--- src/rtl/core/p2a_pkg.sv ---
// Shared types, constant tables and a helper function of the glyph and palette block.
package p2a_pkg;

	localparam int NUM_COLORS = 16;
	localparam int NUM_CHANS  = 3;
	localparam int NUM_LEVELS = 4;
	localparam int RAMP_LEN   = 10;
	localparam int RAMP_TOP   = 9;

	typedef logic [7:0]  chan_t;
	typedef logic [15:0] sq_t;
	typedef logic [17:0] dist_t;
	typedef logic [3:0]  cidx_t;
	typedef logic [6:0]  glyph_t;

	// luma weights and divide-by-100 reciprocal (exact for sums below 43690)
	localparam int LUMA_WR      = 30;
	localparam int LUMA_WG      = 59;
	localparam int LUMA_WB      = 11;
	localparam int RECIP_DIV100 = 5243;
	localparam int RECIP_SHIFT  = 19;
	localparam int LUMA_FULL    = 255;

	// every CGA channel takes one of these four values
	localparam chan_t CH_LEVEL [NUM_LEVELS] = '{8'h00, 8'h55, 8'hAA, 8'hFF};

	localparam logic [23:0] CGA_TABLE [NUM_COLORS] = '{
		24'h000000, 24'h0000AA, 24'h00AA00, 24'h00AAAA,
		24'hAA0000, 24'hAA00AA, 24'hAA5500, 24'hAAAAAA,
		24'h555555, 24'h5555FF, 24'h55FF55, 24'h55FFFF,
		24'hFF5555, 24'hFF55FF, 24'hFFFF55, 24'hFFFFFF
	};

	localparam glyph_t RAMP [RAMP_LEN] = '{
		7'h20, 7'h2E, 7'h3A, 7'h2D, 7'h3D, 7'h2B, 7'h2A, 7'h23, 7'h25, 7'h40
	};

	// channel value of a palette entry -> index into CH_LEVEL
	function automatic logic [1:0] level_code(input chan_t c);
		logic [1:0] code;
		code = 2'd3;
		for (int k = NUM_LEVELS - 1; k >= 0; k--) begin
			if (c == CH_LEVEL[k]) begin
				code = 2'(k);
			end
		end
		return code;
	endfunction

endpackage

--- src/rtl/core/p2a_luma.sv ---
// Luma path: weighted sum, divide by 100, ramp level, glyph lookup (five stages).
module p2a_luma
	import p2a_pkg::*;
(
	input  logic         clk,
	input  logic [15:0]  pixel,
	output glyph_t       glyph
);

	chan_t        r, g, b;
	logic [14:0]  sum_s1;
	logic [27:0]  prod;
	chan_t        lum_s2;
	logic [3:0]   lvl;
	logic [3:0]   level_s3;
	glyph_t       glyph_s4;
	glyph_t       glyph_s5;

	assign r = {pixel[15:11], 3'b000};
	assign g = {pixel[10:5], 2'b00};
	assign b = {pixel[4:0], 3'b000};

	assign prod = 28'(sum_s1) * 28'(RECIP_DIV100);

	// level = lum*9/255 as a count of crossed thresholds
	always_comb begin
		lvl = 4'd0;
		for (int k = 1; k <= RAMP_TOP; k++) begin
			if ({4'b0000, lum_s2} * 12'(RAMP_TOP) >= 12'(LUMA_FULL * k)) begin
				lvl = lvl + 4'd1;
			end
		end
		if (lvl > 4'(RAMP_TOP)) begin
			lvl = 4'(RAMP_TOP);
		end
	end

	always_ff @(posedge clk) begin
		sum_s1   <= 15'(15'(r) * 15'(LUMA_WR) + 15'(g) * 15'(LUMA_WG) + 15'(b) * 15'(LUMA_WB));
		lum_s2   <= 8'(prod >> RECIP_SHIFT);
		level_s3 <= lvl;
		glyph_s4 <= RAMP[level_s3];
		glyph_s5 <= glyph_s4;
	end

	assign glyph = glyph_s5;

endmodule

--- src/rtl/core/p2a_dist.sv ---
// Palette distance path: channel differences, squares, per-entry sums (three stages).
module p2a_dist
	import p2a_pkg::*;
(
	input  logic         clk,
	input  logic [15:0]  pixel,
	output dist_t        dists [NUM_COLORS]
);

	chan_t chan [NUM_CHANS];
	chan_t adiff_s1 [NUM_CHANS][NUM_LEVELS];
	sq_t   sq_s2 [NUM_CHANS][NUM_LEVELS];
	dist_t dist_s3 [NUM_COLORS];

	assign chan[0] = {pixel[15:11], 3'b000};
	assign chan[1] = {pixel[10:5], 2'b00};
	assign chan[2] = {pixel[4:0], 3'b000};

	always_ff @(posedge clk) begin
		for (int c = 0; c < NUM_CHANS; c++) begin
			for (int l = 0; l < NUM_LEVELS; l++) begin
				adiff_s1[c][l] <= (chan[c] >= CH_LEVEL[l]) ? chan[c] - CH_LEVEL[l]
				                                          : CH_LEVEL[l] - chan[c];
				sq_s2[c][l]    <= 16'(adiff_s1[c][l]) * 16'(adiff_s1[c][l]);
			end
		end
		for (int i = 0; i < NUM_COLORS; i++) begin
			dist_s3[i] <= 18'(sq_s2[0][level_code(CGA_TABLE[i][23:16])])
			            + 18'(sq_s2[1][level_code(CGA_TABLE[i][15:8])])
			            + 18'(sq_s2[2][level_code(CGA_TABLE[i][7:0])]);
		end
	end

	assign dists = dist_s3;

endmodule

--- src/rtl/core/p2a_argmin.sv ---
// Registered minimum tree over the 16 palette distances, lowest index on ties.
module p2a_argmin
	import p2a_pkg::*;
(
	input  logic   clk,
	input  dist_t  dists [NUM_COLORS],
	output cidx_t  color_index
);

	localparam int GROUPS = NUM_COLORS / 4;

	typedef struct packed {
		dist_t d;
		cidx_t idx;
	} cand_t;

	cand_t leaf [NUM_COLORS];
	cand_t cand_s4 [GROUPS];
	cand_t best_s5;

	// a holds the lower index; b wins only when strictly nearer
	function automatic cand_t pick(input cand_t a, input cand_t b);
		return (b.d < a.d) ? b : a;
	endfunction

	function automatic cand_t best4(input cand_t a, input cand_t b,
	                                input cand_t c, input cand_t d);
		return pick(pick(a, b), pick(c, d));
	endfunction

	always_comb begin
		for (int i = 0; i < NUM_COLORS; i++) begin
			leaf[i].d   = dists[i];
			leaf[i].idx = cidx_t'(i);
		end
	end

	always_ff @(posedge clk) begin
		for (int g = 0; g < GROUPS; g++) begin
			cand_s4[g] <= best4(leaf[4*g], leaf[4*g+1], leaf[4*g+2], leaf[4*g+3]);
		end
		best_s5 <= best4(cand_s4[0], cand_s4[1], cand_s4[2], cand_s4[3]);
	end

	assign color_index = best_s5.idx;

endmodule

--- src/rtl/core/pixel_to_ascii_glyph_and_palette.sv ---
// Top level: RGB565 pixel to ASCII ramp glyph and nearest CGA palette index.
// Pipeline: a pixel taken with start passes the stage registers of both datapaths and
//   shows on glyph/color_index together with done.
// Throughput: one pixel per clock; busy is never raised, the pipeline has no stall.
// Reset (arst_n low, asynchronous): clears the stage valid bits, so done stays low
//   until a fresh transfer; data registers are not reset. The receiver cannot stall.
module pixel_to_ascii_glyph_and_palette
	import p2a_pkg::*;
(
	input  logic         clk,
	input  logic         arst_n,
	input  logic         start,
	output logic         busy,
	input  logic [15:0]  pixel,
	output logic         done,
	output logic [6:0]   glyph,
	output logic [3:0]   color_index
);

	localparam int DEPTH = 5;

	logic        take;
	logic [DEPTH-1:0] valid_q;  // bit k: stage k+1 holds a live pixel
	dist_t       dists [NUM_COLORS];
	glyph_t      glyph_w;
	cidx_t       cidx_w;

	// Every stage advances on every clock, so the block is always free.
	assign busy = 1'b0;
	assign take = start && !busy;

	// Valid bits ride alongside the data stages in the two datapaths.
	always_ff @(posedge clk or negedge arst_n) begin
		if (!arst_n) begin
			valid_q <= '0;
		end else begin
			valid_q <= {valid_q[DEPTH-2:0], take};
		end
	end

	// Luma path: stages 1-5 (sum, /100 by reciprocal, level, lookup, align).
	p2a_luma u_luma (
		.clk   (clk),
		.pixel (pixel),
		.glyph (glyph_w)
	);

	// Distance path: stages 1-3 (abs diffs, squares, per-entry sums).
	p2a_dist u_dist (
		.clk   (clk),
		.pixel (pixel),
		.dists (dists)
	);

	// Minimum search: stages 4-5 (groups of four, then final four).
	p2a_argmin u_argmin (
		.clk         (clk),
		.dists       (dists),
		.color_index (cidx_w)
	);

	assign done        = valid_q[DEPTH-1];
	assign glyph       = glyph_w;
	assign color_index = cidx_w;

endmodule

--- config.mk ---
export PLATFORM = sky130hd
export DESIGN_NAME = pixel_to_ascii_glyph_and_palette
export DESIGN_NICKNAME = d
export VERILOG_FILES = /design/src/rtl/core/p2a_pkg.sv /design/src/rtl/core/p2a_luma.sv /design/src/rtl/core/p2a_dist.sv /design/src/rtl/core/p2a_argmin.sv /design/src/rtl/core/pixel_to_ascii_glyph_and_palette.sv
export SDC_FILE = /design/constraint.sdc
export NUM_CORES = 2
export LEC_CHECK = 0
export BUFFER_PORTS_ARGS = -buffer_cell sky130_fd_sc_hd__buf_2
export CAP_MARGIN = 20
export CORE_ASPECT_RATIO = 0.8
export CORE_MARGIN = 2
export CORE_UTILIZATION = 50
export CTS_CLUSTER_DIAMETER = 200
export CTS_CLUSTER_SIZE = 24
export DETAILED_ROUTE_END_ITERATION = 8
export PLACE_DENSITY = 0.75
export RECOVER_POWER = 100
export REMOVE_ABC_BUFFERS = 1
export SKIP_LAST_GASP = 1
export SLEW_MARGIN = 0
export SYNTH_ARGS = -nofsm -noshare
export SYNTH_HDL_FRONTEND = slang
export SYNTH_SLANG_ARGS = --single-unit
--- constraint.sdc ---
create_clock -name clk -period 8.4 [get_ports clk]
set_input_delay 1.68 -clock clk [delete_from_list [all_inputs] [get_ports clk]]
set_output_delay 1.68 -clock clk [all_outputs]
set_load 0.05 [all_outputs]
==> qor.csv <==
metric,value,unit
fin_skew,29.8,ps
die-height,288,microns
vias,34900,
synth_edf_count,0,
drc,0,
gp_congestion,0.904,
final_hold_viol_count,0,
io_pins,32,
drive_gt1_share,1.90,%
cpPeakStageDelay,550,ps
ys_ff_latch,574,
finalNetCount,6564,
status,"complete, no violations",
reg2reg_from,u_luma.lum_s2[1]$_DFF_P_,
worstPathRequired,8920,ps
overflow,0,
whs_path_depth,0,
max_freq,132,MHz
max-clock-path-buffers,3,
tightest_slew,1340,ps
drt_iter0_drc,1972,
seq_area_frac_synth,22.9,%
finalNonFillerCells,6534,
vias_per_cell,5.34,
drt-pass1-iter-count,5,
ff2ff_setup_slack,800,ps
slew_viol_final,0,
grt_pass1_vias,34900,
cts_tree,yes,
core,0.100,sq mm
fin_crit_sh,90.5,%
fp-row-count,104,
grt_usage,21.6,%
maxCapViolations,0,
cts.htree.levels,1,
grt_pass1_wl,181,mm
finalSetupViolCount,0,
hp-start,u_luma.glyph_s4[5]$_SDFF_PN1_,
hp-class,reg2reg,
worstSetupStartpointType,flop,
antenna_left,0,
initial_core_util,50.3,%
synthArstFlopShare,0.871,%
die_area,0.103,sq mm
critPathMaxFanout,8,
period_minus_slack,7600,ps
critPathMostFrequentCell,ha_1,
routed_wl,112,mm
synth_area_per_cell,9.71,sq um
cts_resized,0,
clock-sinks,574,
clkTransAtPathRegs,110,ps
io_buffers,30,
cts_buffers,27,
grt_max_degree,26,
clk_latency,640,ps
wl_per_cell,17.2,microns
yosys_most_used_dff,dfxtp_1,
timing_worst_setup_path_type,reg2reg,
dp_hpwl,96.5,mm
reg2regPathDepth,29,
syn_inst,5185,
die_x,359,microns
syn_area,0.0504,sq mm
dp.cells,6503,
holdBufCountCts,0,
antenna_found_initial,3,
slew_headroom,10.7,%
synth_cell_types,84,
reg2reg_to,u_luma.level_s3[0]$_SDFF_PN1_,
root_buffer,clkbuf_16,
arrival,8120,ps
rsz0062_at_grt,false,
post_cts.repair.setup_buffers,0,
hold_path_end,u_luma.glyph[5]$_DFF_P_,
crit_slowest_cell,dfxtp_1,
ys_warn_count,0,
fin_setup_tns,0,ps
cp-end-kind,flop,
area_delta_synth_final,4.66,%
[area by class of cell]
class | instances | area [sq um]
Sequential cell | 574 | 11500
Clock buffer | 29 | 693
Inverter | 802 | 3010
Fill cell | 8871 | 47500
Clock inverter | 1 | 20.0
Timing Repair Buffer | 42 | 178
Tap cell | 1325 | 1660
Antenna cell | 1 | 2.50
Multi-Input combinational cell | 3760 | 35600
[logic make-up after synthesis]
family | Yosys count | share of synthesized area (%)
adders and majority gates | 1338 | 37.7
AOI/OAI and AO/OA | 1014 | 13.0
buffers and inverters | 851 | 6.41
and+or+nand+nor | 676 | 6.56
DFF | 574 | 22.9
xor gates and xnor gates | 492 | 8.62
muxes | 239 | 4.84
other | 1 | 0.00745
[worst max path at each step]
stage	from	to	slack [ps]	cells after the start
6_report	u_luma.lum_s2[1]$_DFF_P_	u_luma.level_s3[0]$_SDFF_PN1_	800	29
5_1_grt	u_luma.lum_s2[1]$_DFF_P_	u_luma.level_s3[0]$_SDFF_PN1_	350	29
4_1_cts	u_luma.lum_s2[1]$_DFF_P_	u_luma.level_s3[0]$_SDFF_PN1_	950	29
3_5_place_dp	u_luma.lum_s2[1]$_DFF_P_	u_luma.level_s3[0]$_SDFF_PN1_	990	29
3_3_place_gp	u_luma.lum_s2[1]$_DFF_P_	u_luma.level_s3[0]$_SDFF_PN1_	960	29
2_1_floorplan	u_dist.dists[21]$_DFF_P_	u_argmin.cand_s4[3][0]$_DFF_P_	1490	27
[flip-flops by register name, indices dropped and copies added, names as in the netlist]
register              flops
u_dist.dists            240
u_luma.sum_s1            13
u_dist.adiff_s1          70
u_luma.level_s3           4
valid_q                   5
u_argmin.color_index      4
u_argmin.cand_s4         72
u_luma.glyph              7
u_luma.glyph_s4           7
u_luma.lum_s2             8
u_dist.sq_s2            144
[cells in the mapped netlist (all sizes together) (3+ instances only)]
library cell,count,area share [%]
ha,1039,26
inv,800,6.0
dfxtp,569,23
xnor2,369,6.4
a21oi,336,3.3
fa,299,12
nor2,230,1.7
mux2i,203,4.0
o21a,175,2.6
o21ai,144,1.4
o21bai,131,2.0
nand2,126,0.94
xor2,122,2.2
a21o,100,1.5
and2,73,0.91
nor2b,65,0.81
nand2b,60,0.75
nor3,52,0.57
clkbuf,37,0.28
mux2,36,0.81
nand3,20,0.20
a31oi,19,0.24
a211oi,18,0.31
a21boi,13,0.19
buf,12,0.15
a2111oi,11,0.20
nand4,11,0.14
o211ai,11,0.16
and3,10,0.12
or2,10,0.12
o31ai,7,0.10
a31o,5,0.087
dfrtp,5,0.25
o2111ai,5,0.087
or3,5,0.062
nor3b,4,0.060
o22ai,4,0.050
o31a,4,0.070
o41ai,4,0.070
a221oi,3,0.052
nor4,3,0.037
[through the flow]
stage,area (sq um),hold slack [ps],setup WS [ps],util [%]
6_report,52700,338,802,52.6
4_1_cts,52800,340,945,52.7
3_5_place_dp,52100,313,991,52.0
3_3_place_gp,52100,313,964,52.0
2_1_floorplan,50100,310,1490,-
5_1_grt,52700,346,354,52.6
[worst max-delay path: cells and delay by family, from the launching register on]
kind	cells	cell delay [ps]
and+or+nand+nor	6	1430
muxes	1	260
xor gates and xnor gates	3	420
buffers and inverters	1	130
DFF	1	550
AOI/OAI and AO/OA	10	1930
adders and majority gates	8	2740
[placed cells by master, fill, tap and decap left out, types with 11 or more instances in the layout]
cell type and n:
ha_1 1039, nor2_1 230, a21boi_0 12, a21o_1 100, xor2_1 121, clkbuf_1 37
o21a_1 175, xnor2_1 369, and2_1 66, nand4_1 11, fa_1 299, mux2i_1 203
o211ai_1 11, o21bai_1 131, a21oi_1 335, nand3_1 20, inv_1 797, nor2b_1 65
dfxtp_1 569, nand2b_1 60, mux2_2 36, a211oi_1 15, o21ai_0 142, nor3_1 49
nand2_1 125, clkbuf_16 27, a31oi_1 19
[routing by layer]
layer / part of all wire (%) / global-route usage [%] / wire (microns) / up-vias
met5: 0.024 / 0 / 27 / -
met4: 2.4 / 5.15 / 2680 / 4
met3: 4.8 / 2.23 / 5420 / 128
met2: 43 / 34.6 / 48600 / 620
met1: 49 / 31.3 / 55400 / 16700
li1: - / - / - / 17400
Power is left out: the tool's default activity adds up to more than one toggle a clock period on the data nets, which glitch-free logic cannot reach.
